==> config.mk <==
export PLATFORM = sky130hd
export DESIGN_NAME = bmm_cfg
export DESIGN_NICKNAME = d
export VERILOG_FILES = /design/src/sv/bmm_pkg.sv /design/src/sv/bmm_cfg.sv
export SDC_FILE = /design/constraint.sdc
export NUM_CORES = 1
export LEC_CHECK = 0
export ABC_AREA = 0
export BUFFER_PORTS_ARGS = -buffer_cell sky130_fd_sc_hd__clkbuf_2
export CAP_MARGIN = 5
export CORE_ASPECT_RATIO = 0.9
export CORE_MARGIN = 2
export CORE_UTILIZATION = 45
export CTS_CLUSTER_DIAMETER = 150
export DETAILED_ROUTE_END_ITERATION = 8
export GPL_TIMING_DRIVEN = 1
export PLACE_DENSITY = 0.91
export SYNTH_ARGS = -nofsm -noshare
export SYNTH_HDL_FRONTEND = slang
export SYNTH_SLANG_ARGS = --single-unit
==> constraint.sdc <==
create_clock -name clk -period 3.5 [get_ports clk]
set_clock_uncertainty 0.2 [all_clocks]
set_input_delay 0.525 -clock clk [delete_from_list [all_inputs] [get_ports clk]]
set_output_delay 0.525 -clock clk [all_outputs]
set_load 0.02 [all_outputs]
==> src/sv/bmm_pkg.sv <==
// Shared types and constants for the batched matrix multiply block.
// No dependencies; every other file except bmm_ram imports this package.
`default_nettype none

package bmm_pkg;

  localparam int DATA_W      = 32;
  localparam int DIM_W       = 7;
  localparam int IDX_W       = 6;
  localparam int LOAD_ADDR_W = 12;
  localparam int CMD_W       = 2;
  // holds 127*127*127, the largest address or limit any item can form
  localparam int LIM_W       = 21;
  localparam int PADDR_W     = 4;
  localparam int PDATA_W     = 32;

  localparam int DEF_STORE_DEPTH = 4096;
  localparam int DEF_MAX_DIM     = 64;

  typedef enum logic [CMD_W-1:0] {
    CMD_LOAD_A = 2'd0,
    CMD_LOAD_B = 2'd1,
    CMD_QUERY  = 2'd2,
    CMD_NONE   = 2'd3
  } cmd_e;

  // register index, taken from paddr[3:2]
  localparam logic [1:0] REG_NUM_BATCHES  = 2'd0;
  localparam logic [1:0] REG_NUM_ROWS     = 2'd1;
  localparam logic [1:0] REG_INNER_LENGTH = 2'd2;
  localparam logic [1:0] REG_NUM_COLS     = 2'd3;

  localparam logic [DIM_W-1:0] RST_NUM_BATCHES  = 7'd2;
  localparam logic [DIM_W-1:0] RST_NUM_ROWS     = 7'd3;
  localparam logic [DIM_W-1:0] RST_INNER_LENGTH = 7'd5;
  localparam logic [DIM_W-1:0] RST_NUM_COLS     = 7'd4;

  typedef struct packed {
    logic [DIM_W-1:0] num_batches;
    logic [DIM_W-1:0] num_rows;
    logic [DIM_W-1:0] inner_length;
    logic [DIM_W-1:0] num_cols;
    logic             ok;
  } cfg_t;

  typedef enum logic [2:0] {
    ST_IDLE,
    ST_MUL1,
    ST_MUL2,
    ST_MUL3,
    ST_CHECK,
    ST_RUN,
    ST_DRAIN,
    ST_DONE
  } state_t;

  typedef struct packed {
    logic latch;     // capture the accepted item
    logic check;     // range check, load write, loop setup
    logic issue;     // issue one pair of store reads
    logic out_load;  // move the result into the output register
  } ctrl_cmd_t;

  typedef struct packed {
    logic err;
    logic is_query;
    logic last_issue;
    logic pipe_busy;
    logic out_full;
  } dp_status_t;

endpackage

`default_nettype wire

==> src/sv/bmm_cfg.sv <==
// Configuration registers behind the APB-style port, plus the shape check.
// Depends on bmm_pkg.
`default_nettype none

module bmm_cfg #(
  parameter int MAX_DIM = bmm_pkg::DEF_MAX_DIM
) (
  input  wire logic                          clk,
  input  wire logic                          rst_n,
  input  wire logic                          psel,
  input  wire logic                          penable,
  input  wire logic                          pwrite,
  input  wire logic [bmm_pkg::PADDR_W-1:0]   paddr,
  input  wire logic [bmm_pkg::PDATA_W-1:0]   pwdata,
  output logic      [bmm_pkg::PDATA_W-1:0]   prdata,
  output logic                               pready,
  output bmm_pkg::cfg_t                      cfg
);
  import bmm_pkg::*;

  logic [DIM_W-1:0] nb_r, nr_r, ni_r, nc_r;
  logic             wr_en;
  logic [1:0]       reg_idx;

  assign reg_idx = paddr[PADDR_W-1:2];
  assign wr_en   = psel && penable && pwrite;
  assign pready  = 1'b1;

  always_ff @(posedge clk) begin
    if (!rst_n) begin
      nb_r <= RST_NUM_BATCHES;
      nr_r <= RST_NUM_ROWS;
      ni_r <= RST_INNER_LENGTH;
      nc_r <= RST_NUM_COLS;
    end else if (wr_en) begin
      case (reg_idx)
        REG_NUM_BATCHES:  nb_r <= pwdata[DIM_W-1:0];
        REG_NUM_ROWS:     nr_r <= pwdata[DIM_W-1:0];
        REG_INNER_LENGTH: ni_r <= pwdata[DIM_W-1:0];
        REG_NUM_COLS:     nc_r <= pwdata[DIM_W-1:0];
        default: ;
      endcase
    end
  end

  always_comb begin
    case (reg_idx)
      REG_NUM_BATCHES:  prdata = PDATA_W'(nb_r);
      REG_NUM_ROWS:     prdata = PDATA_W'(nr_r);
      REG_INNER_LENGTH: prdata = PDATA_W'(ni_r);
      REG_NUM_COLS:     prdata = PDATA_W'(nc_r);
      default:          prdata = '0;
    endcase
  end

  function automatic logic dim_ok(input logic [DIM_W-1:0] d);
    return (d != '0) && (LIM_W'(d) <= LIM_W'(MAX_DIM));
  endfunction

  always_comb begin
    cfg.num_batches  = nb_r;
    cfg.num_rows     = nr_r;
    cfg.inner_length = ni_r;
    cfg.num_cols     = nc_r;
    cfg.ok           = dim_ok(nb_r) && dim_ok(nr_r) && dim_ok(ni_r) && dim_ok(nc_r);
  end

endmodule

`default_nettype wire

==> flow_summary_export.csv <==
group,metric,value,unit
clocking,cts.path.max_buffers,2,
clocking,insertion_delay,260,ps
yosys,synth_edf_count,0,
layout,diodes,0,
routing,first_pass_iters,4,
floorplanning,rows,20,
placed_design,hpwl,2.46,mm
yosys,synth_area_leaders,"dfxtp_1, mux2i_1, buf_4, nor2b_1, mux4_2",
floorplanning,io_pins,103,
timing,relSlewSlack,48.6,%
timing,max_freq,365,MHz
yosys,yosysSeqAreaShare,36.4,%
clocking,clkTransAtPathRegs,90,ps
routing,drt-initial-drc-count,16,
yosys,syn_area_per_cell,10.6,um2
timing,hold_violations,0,
timing,tns,0,ps
clocking,clock_sink_count,28,
routing,wl,3.21,mm
clocking,h-tree-depth,1,
floorplanning,dieHeight,59.5,um
floorplanning,dieArea,3900,um2
critical_path,end_kind,"output pin",
routing,ant_nets,0,
global_routing,antenna_found_initial,0,
floorplanning,coreArea,3330,um2
global_routing,grt_max_degree,29,
timing,layout_setup_ws,761,ps
yosys,yosysTopAreaCell,"dfxtp_1",
clocking,postCtsHoldBufs,0,
clocking,postCtsSetupBuffers,0,
routing,drc,0,
power_and_ir_drop,powerDensity,336,nW/um2
layout,post-route-util,52.4,%
placed_design,port_buffers,49,
yosys,synth_common_cells,"dfxtp_1, mux2i_1, buf_4, nor2b_1, nand2_1",
global_routing,grt_pass1_vias,1010,
outcome,status,"finished clean",
yosys,async_flop_share,0,%
layout,nets,231,
yosys,ys_warn_count,0,
clocking,cts_buffers,3,
timing,layout_worst_path_cycle_share,78.3,%
critical_path,crit_slowest_cell,"or4_1",
timing,tightest_slew,769,ps
global_routing,grt_usage,16.9,%
yosys,syn-cell-area,1540,um2
timing,grt_setup_unrepaired,"false",
yosys,syn_inst,145,
clocking,cts_root_buf,"clkbuf_8",
floorplanning,start_util,46.2,%
layout,nFillCells,322,
clocking,cts_tree,"built",
yosys,synth_ff_type,"dfxtp_1",
yosys,synth_top_area_share,36.4,%
timing,setup_violations,0,
placed_design,place_congestion,0.782,
timing,finalCriticalPeriod,2740,ps
critical_path,cp_data_required_time,2770,ps
timing,slew_violations,0,
critical_path,critical_path.max_stage_delay,550,ps
critical_path,crit_fanout,4,
routing,vias,1132,
placed_design,post-place-ws,1050,ps
layout,layout-drive-gt1-share,31.4,%
routing,route.detailed.wl_per_inst,13.8,um
yosys,synth_seq_cells,28,
critical_path,crit_arrival,2010,ps
min_path,hold_path.class,"input port to flop",
critical_path,start_kind,"flop",
clocking,cts_resized,0,
power_and_ir_drop,ir_worst_vdd,0.209,mV
global_routing,overflow,0,
critical_path,path_cells,"or4_1, nor3_1, xor2_1, nor4_1, clkbuf_2",
floorplanning,fp.dieW,65.6,um
power_and_ir_drop,p_leak,0.867,nW
global_routing,grt_pass1_wl,5.10,mm
routing,viasPerCell,4.88,
layout,multi_input_area,835,um2
yosys,yosysUniqueCellTypes,20,
layout,area.growth.synth_to_final,13.3,%
layout,regArea,561,um2
run,drv_cap,0,
critical_path,critPathKind,"flop to output pin",
[worst max-delay path, delay by kind of cell, from the launching register on]
family	cells	cell delay, ps
and+or+nand+nor	3	1080
DFF	1	350
xor gates and xnor gates	1	100
buffers and inverters	1	230
[metal layers]
layer	routed length (um)	track usage, %
met1	1400	23.5
met2	1580	27.7
met3	203	2.66
met4	23	3.87
met5	0	0
[area by class of cell]
class / count / share of cell area [%]
clock buffers: 3 / 2.37
multi-input cells: 107 / 47.8
flip-flops and latches: 28 / 32.1
well taps: 44 / 3.16
repair buffers: 50 / 14.5
[power by group]
part           internal, W  switching, W  total [W]
combinational    0.0000287     0.0000604  0.0000890
sequential        0.000322    0.00000438   0.000327
clock            0.0000771     0.0000924   0.000169
[cell usage in the layout (no fill, tap or decap), drive strengths merged, types with 4 or more instances in the layout]
cell type / count
clkbuf: 52
mux2i: 28
dfxtp: 28
conb: 26
nor2b: 22
mux4: 7
nand2: 6
or4: 4
nor3: 4
xor2: 4
[logic make-up after synthesis]
group | after synthesis | share of synthesized area (%)
XOR/XNOR | 4 | 2.28
AND/OR/NAND/NOR | 42 | 16.7
other | 2 | 0.488
buffers and inverters | 34 | 15.2
flip-flops | 28 | 36.4
multiplexers | 35 | 28.9
[stage by stage]
step / total power (W) / hold WS (ps) / instance area, um2 / std cells
after CTS: 0.000587 / 323 / 1740 / 232
after floorplan: 0.000422 / 404 / 1630 / 169
final: 0.000585 / 323 / 1740 / 232
after detailed placement: 0.000423 / 322 / 1700 / 229
after global routing: 0.000606 / 337 / 1740 / 232
after global placement: 0.000422 / 314 / 1700 / 229
[sequential cells by signal, indices dropped and copies added (netlist names)]
register,flops
ni_r,7
nr_r,7
nc_r,7
nb_r,7
[path summary, 6_finish.rpt]
kind | from | endpoint | slack, ps | cells after the start
setup / recovery | nb_r[2] | cfg[0] | 760 | 5
hold reg to reg | ni_r[0] | ni_r[0] | 340 | 2
hold / removal | pwdata[1] | nb_r[1] | 320 | 3
setup reg to reg | nr_r[1] | nr_r[1] | 2590 | 2
No activity file was read; power rests on OpenSTA's default activity.
