--- src/sv/bmm_pkg.sv ---
// Shared types and constants for the batched matrix multiply block.
// No dependencies; every other file except bmm_ram imports this package.
`default_nettype none

package bmm_pkg;

  localparam int DATA_W      = 32;
  localparam int DIM_W       = 7;
  localparam int IDX_W       = 6;
  localparam int LOAD_ADDR_W = 12;
  localparam int CMD_W       = 2;
  // holds 127*127*127, the largest address or limit any item can form
  localparam int LIM_W       = 21;
  localparam int PADDR_W     = 4;
  localparam int PDATA_W     = 32;

  localparam int DEF_STORE_DEPTH = 4096;
  localparam int DEF_MAX_DIM     = 64;

  typedef enum logic [CMD_W-1:0] {
    CMD_LOAD_A = 2'd0,
    CMD_LOAD_B = 2'd1,
    CMD_QUERY  = 2'd2,
    CMD_NONE   = 2'd3
  } cmd_e;

  // register index, taken from paddr[3:2]
  localparam logic [1:0] REG_NUM_BATCHES  = 2'd0;
  localparam logic [1:0] REG_NUM_ROWS     = 2'd1;
  localparam logic [1:0] REG_INNER_LENGTH = 2'd2;
  localparam logic [1:0] REG_NUM_COLS     = 2'd3;

  localparam logic [DIM_W-1:0] RST_NUM_BATCHES  = 7'd2;
  localparam logic [DIM_W-1:0] RST_NUM_ROWS     = 7'd3;
  localparam logic [DIM_W-1:0] RST_INNER_LENGTH = 7'd5;
  localparam logic [DIM_W-1:0] RST_NUM_COLS     = 7'd4;

  typedef struct packed {
    logic [DIM_W-1:0] num_batches;
    logic [DIM_W-1:0] num_rows;
    logic [DIM_W-1:0] inner_length;
    logic [DIM_W-1:0] num_cols;
    logic             ok;
  } cfg_t;

  typedef enum logic [2:0] {
    ST_IDLE,
    ST_MUL1,
    ST_MUL2,
    ST_MUL3,
    ST_CHECK,
    ST_RUN,
    ST_DRAIN,
    ST_DONE
  } state_t;

  typedef struct packed {
    logic latch;     // capture the accepted item
    logic check;     // range check, load write, loop setup
    logic issue;     // issue one pair of store reads
    logic out_load;  // move the result into the output register
  } ctrl_cmd_t;

  typedef struct packed {
    logic err;
    logic is_query;
    logic last_issue;
    logic pipe_busy;
    logic out_full;
  } dp_status_t;

endpackage

`default_nettype wire

--- src/sv/bmm_ctrl.sv ---
// Controller state machine: sequences address math, range check, the
// multiply-accumulate loop and result hand-off. Depends on bmm_pkg.
`default_nettype none

module bmm_ctrl (
  input  wire logic                      clk,
  input  wire logic                      rst_n,
  input  wire logic                      in_valid,
  input  wire logic [bmm_pkg::CMD_W-1:0] in_cmd,
  output logic                           in_ready,
  input  wire logic                      out_ready,
  output bmm_pkg::ctrl_cmd_t             cmd,
  input  wire bmm_pkg::dp_status_t       status
);
  import bmm_pkg::*;

  state_t state_r, state_nxt;
  logic   out_free;

  assign out_free = !status.out_full || out_ready;

  always_ff @(posedge clk) begin
    if (!rst_n) begin
      state_r <= ST_IDLE;
    end else begin
      state_r <= state_nxt;
    end
  end

  always_comb begin
    state_nxt = state_r;
    case (state_r)
      ST_IDLE: begin
        // unused command is swallowed without a result
        if (in_valid && (cmd_e'(in_cmd) != CMD_NONE)) begin
          state_nxt = ST_MUL1;
        end
      end
      ST_MUL1:  state_nxt = ST_MUL2;
      ST_MUL2:  state_nxt = ST_MUL3;
      ST_MUL3:  state_nxt = ST_CHECK;
      ST_CHECK: begin
        state_nxt = (status.is_query && !status.err) ? ST_RUN : ST_DONE;
      end
      ST_RUN: begin
        if (status.last_issue) begin
          state_nxt = ST_DRAIN;
        end
      end
      ST_DRAIN: begin
        if (!status.pipe_busy) begin
          state_nxt = ST_DONE;
        end
      end
      ST_DONE: begin
        if (out_free) begin
          state_nxt = ST_IDLE;
        end
      end
      default: state_nxt = ST_IDLE;
    endcase
  end

  always_comb begin
    in_ready     = 1'b0;
    cmd.latch    = 1'b0;
    cmd.check    = 1'b0;
    cmd.issue    = 1'b0;
    cmd.out_load = 1'b0;
    case (state_r)
      ST_IDLE: begin
        in_ready  = 1'b1;
        cmd.latch = in_valid;
      end
      ST_CHECK: cmd.check = 1'b1;
      ST_RUN:   cmd.issue = 1'b1;
      ST_DONE:  cmd.out_load = out_free;
      default: ;
    endcase
  end

endmodule

`default_nettype wire

--- config.mk ---
export PLATFORM = sky130hd
export DESIGN_NAME = bmm_ctrl
export DESIGN_NICKNAME = d
export VERILOG_FILES = /design/src/sv/bmm_pkg.sv /design/src/sv/bmm_ctrl.sv
export SDC_FILE = /design/constraint.sdc
export NUM_CORES = 1
export LEC_CHECK = 0
export BUFFER_PORTS_ARGS = -buffer_cell sky130_fd_sc_hd__buf_2
export CORE_AREA = 2 2 39 41
export DETAILED_ROUTE_END_ITERATION = 10
export DIE_AREA = 0 0 41 43
export PLACE_DENSITY = 0.47
export SLEW_MARGIN = 20
export SYNTH_ARGS = -nofsm -noshare
export SYNTH_HDL_FRONTEND = slang
export SYNTH_SLANG_ARGS = --single-unit
--- constraint.sdc ---
create_clock -name clk -period 3.7 [get_ports clk]
set_clock_uncertainty 0.1 [all_clocks]
set_input_delay 0.185 -clock clk [delete_from_list [all_inputs] [get_ports clk]]
set_output_delay 0.185 -clock clk [all_outputs]
set_load 0.05 [all_outputs]
==> run_results.csv <==
group,metric,value,unit
pwr,irDropWorstVdd,0.207,mV
global_route,vias_in_the_first_global_route,236,
global_route,gr-usage-all-layers,7.83,%
clock_tree,tritoncts_clock_tree,"built",
synthesis,synthesis.yosys.warnings,0,
route,drt_pre_antenna_iters,4,
floorplan,die_y,43,um
hold_path,hp-class,"input port to flip-flop",
clock_tree,clock_buffer_count_from_cts,3,
clock_tree,postCtsSetupBuffers,0,
floorplan,top_level_ports,16,
clock_tree,postCtsResizedCells,0,
floorplan,core.rowCount,14,
sta,hold_viol,0,
layout,n_antenna_cell,0,
sta,relSlewSlack,80.8,%
setup_path,worstPathArrival,1.33,ns
setup_path,timing.critical_path.fanout_max,8,
setup_path,critical_path.reg2reg.startpoint,"state_r[1]",
layout,finalNetCount,57,
global_route,globalRouteMet1Util,10.6,%
placed_design,finalWeightedCongestion,0.623,
global_route,grt_use_met3,1.57,%
setup_path,critical_path.cell_chain,"and2_2, nand2_1, nor2_1, buf_2",
pwr,cellPowerDensity,671,nW/um2
outcome,outcome,"finished clean",
global_route,grt_first_pass_wirelength,869,um
setup_path,worstSetupStartpointType,"flip-flop",
setup_path,timing.critical_path.buf_inv,1,
floorplan,starting_utilization_of_the_core_area,15.5,%
clock_tree,clock_sink_count,3,
sta,fmax,620,MHz
clock_tree,worst_skew_pair.late_latency,0.23,ns
synthesis,netlist-cell-type-count,19,
synthesis,syn-cell-area,214,um2
sta,tightest_slew,0.286,ns
global_route,antenna_violations_before_repair,0,
setup_path,timing.setup.critical_path_class,"flip-flop to output pin",
layout,drive_above_1_share,48.9,%
route,viasPerCell,3.90,
route,remaining_drc_errors,0,
setup_path,critical_path.max_stage_delay,0.44,ns
setup_path,worst-endpoint-required,3.41,ns
route,route.vias.total,238,
clock_tree,htreeDepth,1,
layout,most_flop_heavy_register,"state_r",
layout,area_growth_syn_to_layout,56.7,%
synthesis,synth_sequential_area_ratio,28.1,%
synthesis,post_synth_main_area_contributors,"dfxtp_1, a2111oi_2, nand2b_1",
synthesis,syn_nets,37,
sta,grt_setup_unrepaired,"false",
global_route,grt.met2_usage,8.44,%
synthesis,synthCells,26,
setup_path,endpoint_kind,"output pin",
setup_path,worst_path_max_delay_cell,"dfxtp_1",
layout,biggestRegsByFlops,"state_r (3)",
clock_tree,clockRootBuffer,"clkbuf_4",
pwr,p_leak,0.171,nW
layout,largest_register_ffs,3,
pwr,total_power,225,uW
global_route,top_usage_layer,"met1",
setup_path,critPathTopFamily,"flip-flops",
route,postRouteWirelength,522,um
sta,min_period_over_period,43.6,%
synthesis,ys_seq_elements,3,
run,max_cap_viol_count,0,
sta,finalWorstPathRequiredPeriod,1.61,ns
route,initial_detailed_routing_violation_count,9,
synthesis,postSynthAreaPerCell,8.23,um2
global_route,grt_remaining_overflow,0,
setup_path,startpoint,"state_r[0]",
hold_path,min-delay-start,"rst_n",
route,drt.antenna.violating_nets,0,
sta,fin_tns_setup,0,ns
floorplan,dieWidth,41,um
floorplan,placeableCoreArea,1380,um2
floorplan,design.die.area,1760,um2
clock_tree,cts_hold_repair.buffers,0,
clock_tree,cts-root-to-sink-buffers,2,
placed_design,place.port_buffers,15,
global_route,grt_start_max_net_pins,9,
synthesis,synthDominantCellAreaShare,28.1,%
sta,setup_viol_count_final,0,
synthesis,synth_largest_area_cell,"dfxtp_1",
route,routedWlPerCell,8.56,um
clock_tree,clkTransAtPathRegs,0.04,ns
sta,maxSlewViolCount,0,
-- placed cells by master, fill, tap and decap left out --
master / netlist / routed
buf_2: 0 / 15
nand2_1: 3 / 3
clkbuf_4: 0 / 3
dfxtp_1: 3 / 3
nor2_1: 2 / 2
nand2b_1: 2 / 2
inv_1: 2 / 2
nor3b_1: 1 / 1
and3b_1: 1 / 1
nor2b_1: 1 / 1
and2_2: 1 / 1
nor3_1: 1 / 1
and2_1: 1 / 1
o21ai_0: 1 / 1
a211oi_1: 1 / 1
a21bo_2: 1 / 1
a22o_1: 1 / 1
a2111oi_2: 1 / 1
mux2_2: 1 / 1
a31oi_1: 1 / 1
mux2i_1: 1 / 1
clkbuf_1: 0 / 1
-- final cells by class --
cell class | instances | area, um2
flip-flops and latches | 3 | 60.1
repair buffers | 15 | 75.1
inverters | 2 | 7.51
multi-input cells | 21 | 146
clock buffers | 4 | 26.3
fillers | 157 | 1050
well taps | 16 | 20.0
-- cell families after synthesis --
group                  after synthesis  synth area share, %
multiplexers                         2                 9.94
buffers and inverters                2                 3.51
flip-flops                           3                 28.1
AO/OA/AOI/OAI                        6                 24.6
AND/OR/NAND/NOR                     13                 33.9
-- synth_stat cells, drive strengths merged --
| master | number |
|---|---|
| and3b | 1 |
| mux2 | 1 |
| nor3 | 1 |
| dfxtp | 3 |
| nor2b | 1 |
| a31oi | 1 |
| inv | 2 |
| a21bo | 1 |
| nor2 | 2 |
| and2 | 2 |
| mux2i | 1 |
| nand2b | 2 |
| nor3b | 1 |
| a211oi | 1 |
| a22o | 1 |
| a2111oi | 1 |
| nand2 | 3 |
| o21ai | 1 |
-- worst min-delay path, stage by stage --
cell and delay (ns):
buf_2 0.12, o21ai_0 0.07, nor2_1 0.04
-- metrics by stage --
stage / hold slack, ns / instances / util [%] / worst slack, ns / instance area, um2
2_1_floorplan: 0.221 / 26 / - / 1.31 / 214
3_3_place_gp: 0.375 / 57 / 22.3 / 2.32 / 309
3_5_place_dp: 0.375 / 57 / 22.3 / 2.29 / 309
4_1_cts: 0.121 / 61 / 24.2 / 2.07 / 335
5_1_grt: 0.135 / 61 / 24.2 / 1.94 / 335
6_report: 0.130 / 61 / 24.2 / 2.09 / 335
-- metal layers --
layer / share of wire (%) / vias up
met3: 3.4 / 0
met2: 50 / 6
li1: - / 132
met5: 0 / -
met1: 47 / 100
met4: 0 / 0
-- power by group --
group	switching, mW	internal [mW]	leakage (nW)	total, mW
combinational	0.0707	0.0393	0.132	0.110
clock	0.0176	0.0405	0.0150	0.0580
sequential	0.0151	0.0418	0.0246	0.0570
-- final timing paths --
kind	to	slack (ns)	cells after the start
worst min-delay path	state_r[2]	0.13	3
worst max-delay path	cmd[0]	2.09	4
worst max register to register	state_r[0]	2.28	4
worst min register to register	state_r[0]	0.45	2
Power figures use the tool's default switching activity.
